$ cat src/mltm_pkg.sv
// Shared types and constants for the MIDI learn trigger matcher.
// Used by every module of the block; depends on nothing else.

package mltm_pkg;

   localparam int SLOTS_DEF = 8;
   localparam int KEY_W     = 16;
   localparam int QDEPTH    = 2;

   // Raw command codes on the request channel.
   localparam logic [2:0] CMD_MIDI  = 3'd0;
   localparam logic [2:0] CMD_LEARN = 3'd1;
   localparam logic [2:0] CMD_CLEAR = 3'd2;
   localparam logic [2:0] CMD_READ  = 3'd3;
   localparam logic [2:0] CMD_MUTE  = 3'd4;

   // Event codes on the response channel.
   localparam logic [2:0] EV_NONE    = 3'd0;
   localparam logic [2:0] EV_LEARNED = 3'd1;
   localparam logic [2:0] EV_STOP    = 3'd2;
   localparam logic [2:0] EV_GO      = 3'd3;
   localparam logic [2:0] EV_FULL    = 3'd4;

   // Learn state codes.
   localparam logic [1:0] LS_STOP = 2'd0;
   localparam logic [1:0] LS_GO   = 2'd1;
   localparam logic [1:0] LS_NOT  = 2'd2;

   typedef enum logic [2:0] {
      OP_MSG,
      OP_LEARN,
      OP_CLEAR,
      OP_READ,
      OP_MUTE,
      OP_NOP
   } op_type;

   typedef struct packed {
      op_type           op;
      logic [KEY_W-1:0] key;
      logic             table_sel;
      logic [2:0]       slot_index;
      logic             flag_value;
   } item_type;

endpackage

$ cat src/mltm_front.sv
// Front end of the trigger matcher: accepts request transactions, decodes the
// command and forms the queue entry. Depends on mltm_pkg.

module mltm_front (
   input  logic                req_valid,
   output logic                req_stall,
   input  logic [2:0]          req_cmd,
   input  logic [7:0]          req_status_byte,
   input  logic [7:0]          req_data_byte,
   input  logic                req_table_sel,
   input  logic [2:0]          req_slot_index,
   input  logic                req_flag_value,
   input  logic                q_full,
   output logic                q_push,
   output mltm_pkg::item_type  q_item
);

   mltm_pkg::op_type op;

   always_comb begin
      unique case (req_cmd)
         mltm_pkg::CMD_MIDI:  op = mltm_pkg::OP_MSG;
         mltm_pkg::CMD_LEARN: op = mltm_pkg::OP_LEARN;
         mltm_pkg::CMD_CLEAR: op = mltm_pkg::OP_CLEAR;
         mltm_pkg::CMD_READ:  op = mltm_pkg::OP_READ;
         mltm_pkg::CMD_MUTE:  op = mltm_pkg::OP_MUTE;
         default:             op = mltm_pkg::OP_NOP;
      endcase
   end

   assign req_stall = q_full;
   assign q_push    = req_valid && !q_full;

   always_comb begin
      q_item.op         = op;
      q_item.key        = {req_status_byte, req_data_byte};
      q_item.table_sel  = req_table_sel;
      q_item.slot_index = req_slot_index;
      q_item.flag_value = req_flag_value;
   end

endmodule

$ cat src/mltm_fifo.sv
// Short queue between the front end and the table sequencer.
// Depends on mltm_pkg for the entry type and depth.

module mltm_fifo (
   input  logic               clock,
   input  logic               reset,
   input  logic               push,
   input  mltm_pkg::item_type push_item,
   input  logic               pop,
   output mltm_pkg::item_type head,
   output logic               empty,
   output logic               full
);

   localparam int PW = (mltm_pkg::QDEPTH > 1) ? $clog2(mltm_pkg::QDEPTH) : 1;
   localparam int CW = $clog2(mltm_pkg::QDEPTH + 1);

   mltm_pkg::item_type q_ff [mltm_pkg::QDEPTH];
   logic [PW-1:0] wr_ptr_ff, wr_ptr_in;
   logic [PW-1:0] rd_ptr_ff, rd_ptr_in;
   logic [CW-1:0] count_ff, count_in;

   assign empty = (count_ff == '0);
   assign full  = (count_ff == CW'(mltm_pkg::QDEPTH));
   assign head  = q_ff[rd_ptr_ff];

   always_comb begin
      wr_ptr_in = wr_ptr_ff;
      rd_ptr_in = rd_ptr_ff;
      count_in  = count_ff;
      if (push) begin
         wr_ptr_in = (wr_ptr_ff == PW'(mltm_pkg::QDEPTH - 1)) ? '0 : wr_ptr_ff + 1'b1;
      end
      if (pop) begin
         rd_ptr_in = (rd_ptr_ff == PW'(mltm_pkg::QDEPTH - 1)) ? '0 : rd_ptr_ff + 1'b1;
      end
      if (push && !pop) begin
         count_in = count_ff + 1'b1;
      end else if (pop && !push) begin
         count_in = count_ff - 1'b1;
      end
   end

   always_ff @(posedge clock) begin
      if (reset) begin
         wr_ptr_ff <= '0;
         rd_ptr_ff <= '0;
         count_ff  <= '0;
      end else begin
         wr_ptr_ff <= wr_ptr_in;
         rd_ptr_ff <= rd_ptr_in;
         count_ff  <= count_in;
      end
   end

   always_ff @(posedge clock) begin
      if (push) begin
         q_ff[wr_ptr_ff] <= push_item;
      end
   end

endmodule

$ cat src/mltm_back.sv
// Table sequencer of the trigger matcher: holds both key tables, the learn
// state and the muted flag, scans the tables slot by slot and registers the
// response. Depends on mltm_pkg.

module mltm_back #(
   parameter int SLOTS = mltm_pkg::SLOTS_DEF
) (
   input  logic                       clock,
   input  logic                       reset,
   input  logic                       q_empty,
   input  mltm_pkg::item_type         q_head,
   output logic                       q_pop,
   output logic                       rsp_valid,
   input  logic                       rsp_stall,
   output logic                       rsp_muted,
   output logic [1:0]                 rsp_learn_mode,
   output logic [2:0]                 rsp_event_res,
   output logic [mltm_pkg::KEY_W-1:0] rsp_slot_key,
   output logic                       rsp_slot_valid
);

   localparam int AW = (SLOTS > 1) ? $clog2(SLOTS) : 1;
   localparam int KW = mltm_pkg::KEY_W;

   typedef enum logic [5:0] {
      S_IDLE    = 6'b000001,
      S_SCAN    = 6'b000010,
      S_TAIL    = 6'b000100,
      S_RESOLVE = 6'b001000,
      S_RDATA   = 6'b010000,
      S_DONE    = 6'b100000
   } state_type;

   state_type state_ff, state_in;

   logic [KW-1:0] stop_mem [SLOTS];
   logic [KW-1:0] go_mem   [SLOTS];
   logic [KW-1:0] rd_stop_ff, rd_go_ff;
   logic [AW-1:0] rd_addr;
   logic          stop_we, go_we;

   logic [SLOTS-1:0] stop_vld_ff, stop_vld_in;
   logic [SLOTS-1:0] go_vld_ff, go_vld_in;
   logic [1:0]       ls_ff, ls_in;
   logic             muted_ff, muted_in;

   mltm_pkg::item_type cur_ff, cur_in;
   logic [AW-1:0] cnt_ff, cnt_in;
   logic [AW-1:0] cmp_idx_ff, cmp_idx_in;
   logic          cmp_vld_ff, cmp_vld_in;
   logic          found_ff, found_in;
   logic [AW-1:0] first_ff, first_in;
   logic          stop_hit_ff, stop_hit_in;
   logic          go_hit_ff, go_hit_in;
   logic [2:0]    ev_ff, ev_in;
   logic [KW-1:0] skey_ff, skey_in;
   logic          svld_ff, svld_in;

   logic          rsp_valid_ff, rsp_valid_in;
   logic          rsp_muted_ff, rsp_muted_in;
   logic [1:0]    rsp_ls_ff, rsp_ls_in;
   logic [2:0]    rsp_ev_ff, rsp_ev_in;
   logic [KW-1:0] rsp_key_ff, rsp_key_in;
   logic          rsp_svld_ff, rsp_svld_in;

   logic          learning;
   logic          in_range;
   logic [AW-1:0] slot_addr;
   logic          slot_hit;

   assign learning  = (ls_ff == mltm_pkg::LS_STOP) || (ls_ff == mltm_pkg::LS_GO);
   assign slot_addr = AW'(cur_ff.slot_index);
   assign in_range  = int'(cur_ff.slot_index) < SLOTS;
   assign slot_hit  = in_range &&
                      (cur_ff.table_sel ? go_vld_ff[slot_addr] : stop_vld_ff[slot_addr]);

   always_comb begin
      state_in     = state_ff;
      stop_vld_in  = stop_vld_ff;
      go_vld_in    = go_vld_ff;
      ls_in        = ls_ff;
      muted_in     = muted_ff;
      cur_in       = cur_ff;
      cnt_in       = cnt_ff;
      cmp_idx_in   = cnt_ff;
      cmp_vld_in   = (state_ff == S_SCAN);
      found_in     = found_ff;
      first_in     = first_ff;
      stop_hit_in  = stop_hit_ff;
      go_hit_in    = go_hit_ff;
      ev_in        = ev_ff;
      skey_in      = skey_ff;
      svld_in      = svld_ff;
      rsp_valid_in = rsp_valid_ff;
      rsp_muted_in = rsp_muted_ff;
      rsp_ls_in    = rsp_ls_ff;
      rsp_ev_in    = rsp_ev_ff;
      rsp_key_in   = rsp_key_ff;
      rsp_svld_in  = rsp_svld_ff;
      q_pop        = 1'b0;
      rd_addr      = cnt_ff;
      stop_we      = 1'b0;
      go_we        = 1'b0;

      if (rsp_valid_ff && !rsp_stall) begin
         rsp_valid_in = 1'b0;
      end

      // Compare stage: works on the key read for the slot issued last cycle.
      if (cmp_vld_ff) begin
         if (learning) begin
            if (ls_ff == mltm_pkg::LS_STOP) begin
               if (go_vld_ff[cmp_idx_ff] && rd_go_ff == cur_ff.key) begin
                  go_vld_in[cmp_idx_ff] = 1'b0;
               end
               if (!found_ff && !stop_vld_ff[cmp_idx_ff]) begin
                  found_in = 1'b1;
                  first_in = cmp_idx_ff;
               end
            end else begin
               if (stop_vld_ff[cmp_idx_ff] && rd_stop_ff == cur_ff.key) begin
                  stop_vld_in[cmp_idx_ff] = 1'b0;
               end
               if (!found_ff && !go_vld_ff[cmp_idx_ff]) begin
                  found_in = 1'b1;
                  first_in = cmp_idx_ff;
               end
            end
         end else begin
            stop_hit_in = stop_hit_ff ||
                          (stop_vld_ff[cmp_idx_ff] && rd_stop_ff == cur_ff.key);
            go_hit_in   = go_hit_ff || (go_vld_ff[cmp_idx_ff] && rd_go_ff == cur_ff.key);
         end
      end

      unique case (state_ff)
         S_IDLE: begin
            if (!q_empty) begin
               q_pop       = 1'b1;
               cur_in      = q_head;
               cnt_in      = '0;
               found_in    = 1'b0;
               stop_hit_in = 1'b0;
               go_hit_in   = 1'b0;
               ev_in       = mltm_pkg::EV_NONE;
               skey_in     = '0;
               svld_in     = 1'b0;
               state_in    = S_DONE;
               unique case (q_head.op)
                  mltm_pkg::OP_MSG: begin
                     state_in = S_SCAN;
                  end
                  mltm_pkg::OP_READ: begin
                     rd_addr  = AW'(q_head.slot_index);
                     state_in = S_RDATA;
                  end
                  mltm_pkg::OP_LEARN: begin
                     ls_in = q_head.flag_value ? {1'b0, q_head.table_sel}
                                               : mltm_pkg::LS_NOT;
                  end
                  mltm_pkg::OP_CLEAR: begin
                     if (q_head.table_sel) begin
                        go_vld_in = '0;
                     end else begin
                        stop_vld_in = '0;
                     end
                  end
                  mltm_pkg::OP_MUTE: begin
                     muted_in = q_head.flag_value;
                  end
                  default: begin
                  end
               endcase
            end
         end
         S_SCAN: begin
            if (cnt_ff == AW'(SLOTS - 1)) begin
               state_in = S_TAIL;
            end else begin
               cnt_in = cnt_ff + 1'b1;
            end
         end
         S_TAIL: begin
            state_in = S_RESOLVE;
         end
         S_RESOLVE: begin
            state_in = S_DONE;
            if (learning) begin
               if (found_ff) begin
                  if (ls_ff == mltm_pkg::LS_STOP) begin
                     stop_we               = 1'b1;
                     stop_vld_in[first_ff] = 1'b1;
                  end else begin
                     go_we               = 1'b1;
                     go_vld_in[first_ff] = 1'b1;
                  end
                  if (first_ff == AW'(SLOTS - 1)) begin
                     ls_in = mltm_pkg::LS_NOT;
                  end
                  ev_in = mltm_pkg::EV_LEARNED;
               end else begin
                  ev_in = mltm_pkg::EV_FULL;
               end
            end else if (stop_hit_ff) begin
               muted_in = 1'b1;
               ev_in    = mltm_pkg::EV_STOP;
            end else if (go_hit_ff) begin
               muted_in = 1'b0;
               ev_in    = mltm_pkg::EV_GO;
            end else begin
               ev_in = mltm_pkg::EV_NONE;
            end
         end
         S_RDATA: begin
            svld_in  = slot_hit;
            skey_in  = slot_hit ? (cur_ff.table_sel ? rd_go_ff : rd_stop_ff) : '0;
            state_in = S_DONE;
         end
         S_DONE: begin
            if (!rsp_valid_ff || !rsp_stall) begin
               rsp_valid_in = 1'b1;
               rsp_muted_in = muted_ff;
               rsp_ls_in    = ls_ff;
               rsp_ev_in    = ev_ff;
               rsp_key_in   = skey_ff;
               rsp_svld_in  = svld_ff;
               state_in     = S_IDLE;
            end
         end
         default: begin
            state_in = S_IDLE;
         end
      endcase
   end

   always_ff @(posedge clock) begin
      if (reset) begin
         state_ff     <= S_IDLE;
         stop_vld_ff  <= '0;
         go_vld_ff    <= '0;
         ls_ff        <= mltm_pkg::LS_NOT;
         muted_ff     <= 1'b0;
         cmp_vld_ff   <= 1'b0;
         rsp_valid_ff <= 1'b0;
      end else begin
         state_ff     <= state_in;
         stop_vld_ff  <= stop_vld_in;
         go_vld_ff    <= go_vld_in;
         ls_ff        <= ls_in;
         muted_ff     <= muted_in;
         cmp_vld_ff   <= cmp_vld_in;
         rsp_valid_ff <= rsp_valid_in;
      end
   end

   always_ff @(posedge clock) begin
      cur_ff      <= cur_in;
      cnt_ff      <= cnt_in;
      cmp_idx_ff  <= cmp_idx_in;
      found_ff    <= found_in;
      first_ff    <= first_in;
      stop_hit_ff <= stop_hit_in;
      go_hit_ff   <= go_hit_in;
      ev_ff       <= ev_in;
      skey_ff     <= skey_in;
      svld_ff     <= svld_in;
      rsp_muted_ff <= rsp_muted_in;
      rsp_ls_ff    <= rsp_ls_in;
      rsp_ev_ff    <= rsp_ev_in;
      rsp_key_ff   <= rsp_key_in;
      rsp_svld_ff  <= rsp_svld_in;
   end

   // Key tables: one write port and one registered read port each.
   always_ff @(posedge clock) begin
      if (stop_we) begin
         stop_mem[first_ff] <= cur_ff.key;
      end
      rd_stop_ff <= stop_mem[rd_addr];
   end

   always_ff @(posedge clock) begin
      if (go_we) begin
         go_mem[first_ff] <= cur_ff.key;
      end
      rd_go_ff <= go_mem[rd_addr];
   end

   assign rsp_valid      = rsp_valid_ff;
   assign rsp_muted      = rsp_muted_ff;
   assign rsp_learn_mode = rsp_ls_ff;
   assign rsp_event_res  = rsp_ev_ff;
   assign rsp_slot_key   = rsp_key_ff;
   assign rsp_slot_valid = rsp_svld_ff;

endmodule

$ cat src/midi_learn_trigger_matcher.sv
// Top level of the MIDI learn trigger matcher: front end, queue and table
// sequencer. Depends on mltm_pkg, mltm_front, mltm_fifo and mltm_back.
//
//   channel   direction   handshake             payload
//   req_      in          req_valid/req_stall   cmd, status_byte, data_byte,
//                                               table_sel, slot_index, flag_value
//   rsp_      out         rsp_valid/rsp_stall   muted, learn_mode, event_res,
//                                               slot_key, slot_valid
//
// A MIDI message steps through S_SCAN, S_TAIL, S_RESOLVE and S_DONE: the
// sequencer reads one slot of both key tables per cycle through their registered
// read ports. A slot read steps through S_RDATA and S_DONE, and every other
// command goes straight to S_DONE, the state that loads the response register.
// Reset clears the valid bits, learn state and muted flag.
// A stalled response holds the sequencer; the two-entry queue keeps taking
// requests until it is full, then req_stall rises.

module midi_learn_trigger_matcher #(
   parameter int SLOTS = mltm_pkg::SLOTS_DEF
) (
   input  logic        clock,
   input  logic        reset,
   input  logic        req_valid,
   output logic        req_stall,
   input  logic [2:0]  req_cmd,
   input  logic [7:0]  req_status_byte,
   input  logic [7:0]  req_data_byte,
   input  logic        req_table_sel,
   input  logic [2:0]  req_slot_index,
   input  logic        req_flag_value,
   output logic        rsp_valid,
   input  logic        rsp_stall,
   output logic        rsp_muted,
   output logic [1:0]  rsp_learn_mode,
   output logic [2:0]  rsp_event_res,
   output logic [15:0] rsp_slot_key,
   output logic        rsp_slot_valid
);

   mltm_pkg::item_type push_item;
   mltm_pkg::item_type head;
   logic               push, pop, empty, full;

   mltm_front u_front (
      .req_valid       (req_valid),
      .req_stall       (req_stall),
      .req_cmd         (req_cmd),
      .req_status_byte (req_status_byte),
      .req_data_byte   (req_data_byte),
      .req_table_sel   (req_table_sel),
      .req_slot_index  (req_slot_index),
      .req_flag_value  (req_flag_value),
      .q_full          (full),
      .q_push          (push),
      .q_item          (push_item)
   );

   mltm_fifo u_fifo (
      .clock     (clock),
      .reset     (reset),
      .push      (push),
      .push_item (push_item),
      .pop       (pop),
      .head      (head),
      .empty     (empty),
      .full      (full)
   );

   mltm_back #(
      .SLOTS (SLOTS)
   ) u_back (
      .clock          (clock),
      .reset          (reset),
      .q_empty        (empty),
      .q_head         (head),
      .q_pop          (pop),
      .rsp_valid      (rsp_valid),
      .rsp_stall      (rsp_stall),
      .rsp_muted      (rsp_muted),
      .rsp_learn_mode (rsp_learn_mode),
      .rsp_event_res  (rsp_event_res),
      .rsp_slot_key   (rsp_slot_key),
      .rsp_slot_valid (rsp_slot_valid)
   );

endmodule
$ cat config.mk
export PLATFORM = sky130hd
export DESIGN_NAME = midi_learn_trigger_matcher
export DESIGN_NICKNAME = d
export VERILOG_FILES = /design/src/mltm_pkg.sv /design/src/mltm_front.sv /design/src/mltm_fifo.sv /design/src/mltm_back.sv /design/src/midi_learn_trigger_matcher.sv
export SDC_FILE = /design/constraint.sdc
export NUM_CORES = 1
export LEC_CHECK = 0
export BUFFER_PORTS_ARGS = -buffer_cell sky130_fd_sc_hd__buf_2
export CORE_AREA = 2 2 178 180
export CTS_CLUSTER_DIAMETER = 50
export DETAILED_ROUTE_END_ITERATION = 7
export DIE_AREA = 0 0 180 182
export PLACE_DENSITY = 0.79
export SYNTH_ARGS = -nofsm -noshare
export SYNTH_HDL_FRONTEND = slang
export SYNTH_HIERARCHICAL = 1
export SYNTH_SLANG_ARGS = --single-unit
export TNS_END_PERCENT = 50
$ cat constraint.sdc
create_clock -name clock -period 4 [get_ports clock]
set_input_delay 0.6 -clock clock [delete_from_list [all_inputs] [get_ports clock]]
set_output_delay 0.6 -clock clock [all_outputs]
set_load 0.1 [all_outputs]
* After elaboration in Yosys (flattened, before gate mapping)
Memories as Yosys holds them, arrays and structs flattened. A register that Yosys moved wholly into a read port is not among the register bits.
Index checks and enable logic that the tools add are counted.
** Storage, ports and cells
- Register bits after elaboration :: 106
- Bits in writable memories :: 304
- Output and inout port bits :: 25
- Logic and storage cells :: 233
- Memories kept :: 3
** Operators by class
- Add/subtract/negate cells :: 5
- Magnitude comparators :: 5
- Equality and inequality tests :: 32
- Mux-type cells :: 114
- Bitwise logic cells :: 6
- Reductions and logical operators :: 41
** Memory list
- u_back.go_mem :: depth 8, width 16, read ports 1, clocked after Yosys merged registers in 1, write ports 1, RTL line mltm_back.sv:37 : logic [KW-1:0] go_mem [SLOTS];
- u_back.stop_mem :: depth 8, width 16, read ports 1, clocked after Yosys merged registers in 1, write ports 1, RTL line mltm_back.sv:36 : logic [KW-1:0] stop_mem [SLOTS];
- u_fifo.q_ff :: depth 2, width 24, read ports 1, clocked after Yosys merged registers in 1, write ports 1, RTL line mltm_fifo.sv:18 : mltm_pkg::item_type q_ff [mltm_pkg::QDEPTH];
** Operator list (count)
- 8-bit two-way mux :: 20
- 1-bit two-way mux :: 51
- 16-bit two-way mux :: 3
- 3-bit two-way mux :: 11
- 16-bit equality test :: 2
- 16-bit one-hot mux with 2 select lines :: 1
- 8-bit one-hot mux with 2 select lines :: 2
- 6-bit one-hot mux with 5 select lines :: 1
- 2-bit two-way mux :: 9
- 6-bit two-way mux :: 3
- 8-bit bitwise AND :: 2
- 8-bit bitwise OR :: 2
- 3-bit one-hot mux with 5 select lines :: 1
- 2-bit != test, second input constant :: 7
- 1-bit binary-select mux with 3-bit select :: 4
- 3-bit by 2-bit equality test with 1-bit output, second input constant :: 4
- 3-bit equality test, second input constant :: 4
- 3-bit by 4-bit less-than comparator with 1-bit output, second input constant :: 3
- 3-bit one-hot mux with 2 select lines :: 2
- 6-bit one-hot mux with 2 select lines :: 1
- 1-bit logical AND :: 10
- 2-bit nonzero test :: 5
- 1-bit logical NOT :: 8
- 2-bit by 1-bit != test with 1-bit output, second input constant :: 4
- other kinds (29) :: 43

* Depth between registers and ports, before layout
- Word-level depth :: 15
- Mapped depth :: 11
- Gate-level depth less buffers :: 9

* Hierarchy
Netlist, hierarchy kept.
** By module, submodules not included
- mltm_back :: times used 1, cells an instance 1173, area each 16756.1 µm², seq. area each 11060.6 µm²
- mltm_fifo :: times used 1, cells an instance 97, area each 1939.4 µm², seq. area each 1541.5 µm²
- mltm_front :: times used 1, cells an instance 26, area each 188.9 µm², seq. area each 0.0 µm²

* Worst setup path before layout
No wires, ideal clock.
- Path type :: reg2reg
- Start :: register u_back.state_ff[1]
- End :: memory u_back/stop_mem[7][0] (netlist bit) (enable)
- Setup time :: 0.430 ns
- Arrival time :: 2.754 ns
- Data required time :: 3.570 ns
- Path slack :: 0.816 ns
- Stages on the path, launching flop included :: 5
- Period minus slack after synthesis :: 3.184 ns
- Cells stage by stage :: dfxtp_1 buf_2 nor4_1 nand4_1 nor4_1
** On the way
- Longest elaborated chain between the ends :: 4
** Ends and longest elaborated chain
- start, declared :: RTL line mltm_back.sv:34 : state_type state_ff, state_in;
- start signal, assigned :: RTL line mltm_back.sv:246 : state_ff <= state_in;
- 6-bit by 4-bit equality test with 1-bit output :: RTL line mltm_back.sv:136 : unique case (state_ff)
- 1-bit two-way mux :: RTL line mltm_back.sv:136
- 1-bit two-way mux :: RTL line mltm_back.sv:276 : if (stop_we) begin
- 1-bit two-way mux (implied by the code) :: RTL line mltm_back.sv:277 : stop_mem[first_ff] <= cur_ff.key;
- end, declared :: RTL line mltm_back.sv:36
Every way passes these cells.

==> flow_metrics.env <==
export IMPL_routedWlPerCell_um=22.8
export IMPL_layout_commonest_cell="edfxtp_1"
export IMPL_cts_hold_buf=0
export IMPL_synth_nets=1327
export IMPL_num_rows=65
export IMPL_cts_htree_levels=2
export IMPL_die_h_um=182
export IMPL_setup_tns_final_ns=0
export IMPL_root_buffer="clkbuf_16"
export IMPL_dpl_cell_area_um2=19400
export IMPL_critPathKind="register to register"
export IMPL_ys_ff_latch=443
export IMPL_cts_resized=0
export IMPL_synth_edf_count=373
export IMPL_area_growth_synth_to_final_pct=10.2
export IMPL_port_buffers=52
export IMPL_antenna_found_initial=0
export IMPL_vias=11400
export IMPL_mostFrequentLayoutCells="373 x edfxtp_1, 87 x mux2i_1, 86 x nand2_1"
export IMPL_worstMarginPinSlew_ns=1.20
export IMPL_cts_tree="built"
export IMPL_start_kind="register"
export IMPL_synth_avg_cell_area_um2=14.6
export IMPL_synthFlopType="edfxtp_1"
export IMPL_seq_area_um2=12600
export IMPL_antenna_left=0
export IMPL_final_area_um2=20800
export IMPL_async_reset_ff_frac=0
export IMPL_required_ns=4.45
export IMPL_gp_congestion=0.924
export IMPL_first_iter_violations=1511
export IMPL_fmax_ghz=0.314
export IMPL_finish_utilization=0.672
export IMPL_grt_setup_unrepaired="no"
export IMPL_relSlewSlack=0.193
export IMPL_insertion_delay_ns=0.55
export IMPL_worstPathArrival_ns=3.64
export IMPL_netlist_area_um2=18900
export IMPL_synth_distinct_cells=70
export IMPL_drive_above_1_share=0.209
export IMPL_die_area_um2=32800
export IMPL_ioPinCount=53
export IMPL_powerDensity_nw_per_um2=694
export IMPL_irDropWorstVdd_mv=0.505
export IMPL_fin_skew_ns=0.0171
export IMPL_grt_pass1_wl_um=63400
export IMPL_cts_inserted_buffers=45
export IMPL_power_mw=14.4
export IMPL_maxCapViolCount=0
export IMPL_syn_inst=1296
export IMPL_slew_violations=0
export IMPL_clock_sinks=443
export IMPL_leakage_nw=7.31
export IMPL_grt_util_all_layers=0.251
export IMPL_initial_core_util=0.609
export IMPL_clockBufferDepth=3
export IMPL_fillCellCount=2103
export IMPL_drt_pass1_iterations=5
export IMPL_dpl_hpwl_um=26600
export IMPL_cp_max_fo=22
export IMPL_yosysSeqAreaShare=0.667
export IMPL_post_route_period_util=0.796
export IMPL_grt_max_degree=68
export IMPL_layout_min_cycle_time_ns=3.18
export IMPL_clk_pin_slew_ns=0.06
export IMPL_place_ws_ns=0.870
export IMPL_antenna_cells=0
export IMPL_final_setup_viol_count=0
export IMPL_drc=0
export IMPL_final_nets=1371
export IMPL_die_w_um=180
export IMPL_endpoint_kind="register"
export IMPL_hp_class="input port to register"
export IMPL_vias_per_cell=6.39
export IMPL_overflow=0
export IMPL_cts_setup_buffers=0
export IMPL_outcome="finished, final reports clean"
export IMPL_final_hold_viol_count=0
export IMPL_core_um2=31000
export IMPL_ys_warn_count=6
export IMPL_worst_slack_ns=0.816
export IMPL_grt_pass1_vias=11100
export IMPL_wl_um=40500
export IMPL_multi_input_area_um2=5620
-- logic make-up (layout without fill, tap and decap cells) --
group	count (synthesis)	after routing	share of synthesized area
AO/OA/AOI/OAI	226	226	0.109
multiplexers	118	118	0.0670
XOR/XNOR	37	37	0.0172
AND/OR/NAND/NOR	352	352	0.101
buffers and inverters	117	197	0.0369
flip-flops	443	443	0.667
adder cells (fa/ha/maj)	3	3	0.00199
-- Yosys cell counts, types with 9 or more instances --
library cell / instances / area share
buf_4: 27 / 0.011
mux2i_1: 87 / 0.046
nor3_1: 9 / 0.0024
o32ai_1: 33 / 0.015
buf_2: 11 / 0.0029
nor2_1: 59 / 0.012
nand2_1: 86 / 0.017
nand2b_1: 69 / 0.023
inv_1: 9 / 0.0018
and3_1: 35 / 0.012
a21boi_0: 30 / 0.012
clkbuf_1: 49 / 0.0097
a22oi_1: 9 / 0.0036
a2111oi_0: 32 / 0.015
a32oi_1: 34 / 0.016
mux2_2: 27 / 0.016
buf_6: 17 / 0.010
dfxtp_1: 70 / 0.074
xor2_1: 35 / 0.016
nor4_1: 14 / 0.0046
edfxtp_1: 373 / 0.59
or2_2: 36 / 0.012
a21oi_1: 12 / 0.0032
a221oi_2: 31 / 0.025
-- where the power goes --
part	switching, mW	internal [mW]	total, mW
registers	0.533	5.92	6.46
logic	2.59	1.52	4.11
clock network	1.69	2.19	3.88
-- per-stage QoR --
step,hold slack [ns],cells
finish,0.244,1778
global placement,0.401,1695
CTS,0.222,1778
detailed placement,0.405,1695
global route,0.222,1778
floorplan,0.374,1296
-- cell type report --
class / count / area share
clock inverters: 26 / 0.00901
flip-flops and latches: 443 / 0.605
clock buffers: 57 / 0.0572
multi-input cells: 736 / 0.270
well taps: 402 / 0.0242
repair buffers: 105 / 0.0328
inverters: 9 / 0.00162
-- flip-flops by register name, indices dropped and copies added (netlist names), 2 cells and up, named ones only --
signal and cells:
u_back/cmp_idx_ff 3, u_back/skey_ff 16, u_back/rd_go_ff 16, u_back/stop_vld_ff 8, u_back/state_ff 6, u_back/ev_ff 3, u_back/rd_stop_ff 16, u_back/rsp_slot_key 16
u_fifo/q_ff 48, u_back/go_vld_ff 8, u_back/rsp_event_res 3, u_back/stop_mem 128, u_back/rsp_learn_mode 2, u_back/first_ff 3, u_back/slot_addr 3, u_back/cmp_idx_in 3
u_back/ls_ff 2, u_back/go_mem 128, u_back/cur_ff 17, u_fifo/count_ff 2
-- metal layers --
metal  up-vias  GRT usage  wire [µm]
met5         -          0          0
met4         0     0.0741       1010
met3        70     0.0463       3540
met2       546      0.402      19200
met1      5651      0.353      16700
li1       5103          -          -
-- worst paths after layout --
kind | cells after the start | end | start | slack, ns
worst min-delay path | 1 | u_fifo/q_ff[0][5] | req_data_byte[0] | 0.24
worst max-delay path | 9 | u_back/rd_stop_ff[5] | register | 0.82
worst max register to register | 9 | u_back/rd_stop_ff[5] | register | 0.82
worst min register to register | 0 | u_back/rsp_event_res[1] | u_back/ev_ff[1] | 0.42
-- worst max-delay path, stage by stage (launching register included) --
cell	delay (ns)
dfxtp_1	0.45
buf_4	0.32
mux2_2	0.44
and3b_1	0.22
buf_4	0.20
and4_1	0.26
o22ai_2	0.55
buf_12	0.25
o32ai_1	0.14
a221oi_2	0.25
(Power assumes the default switching activity.)
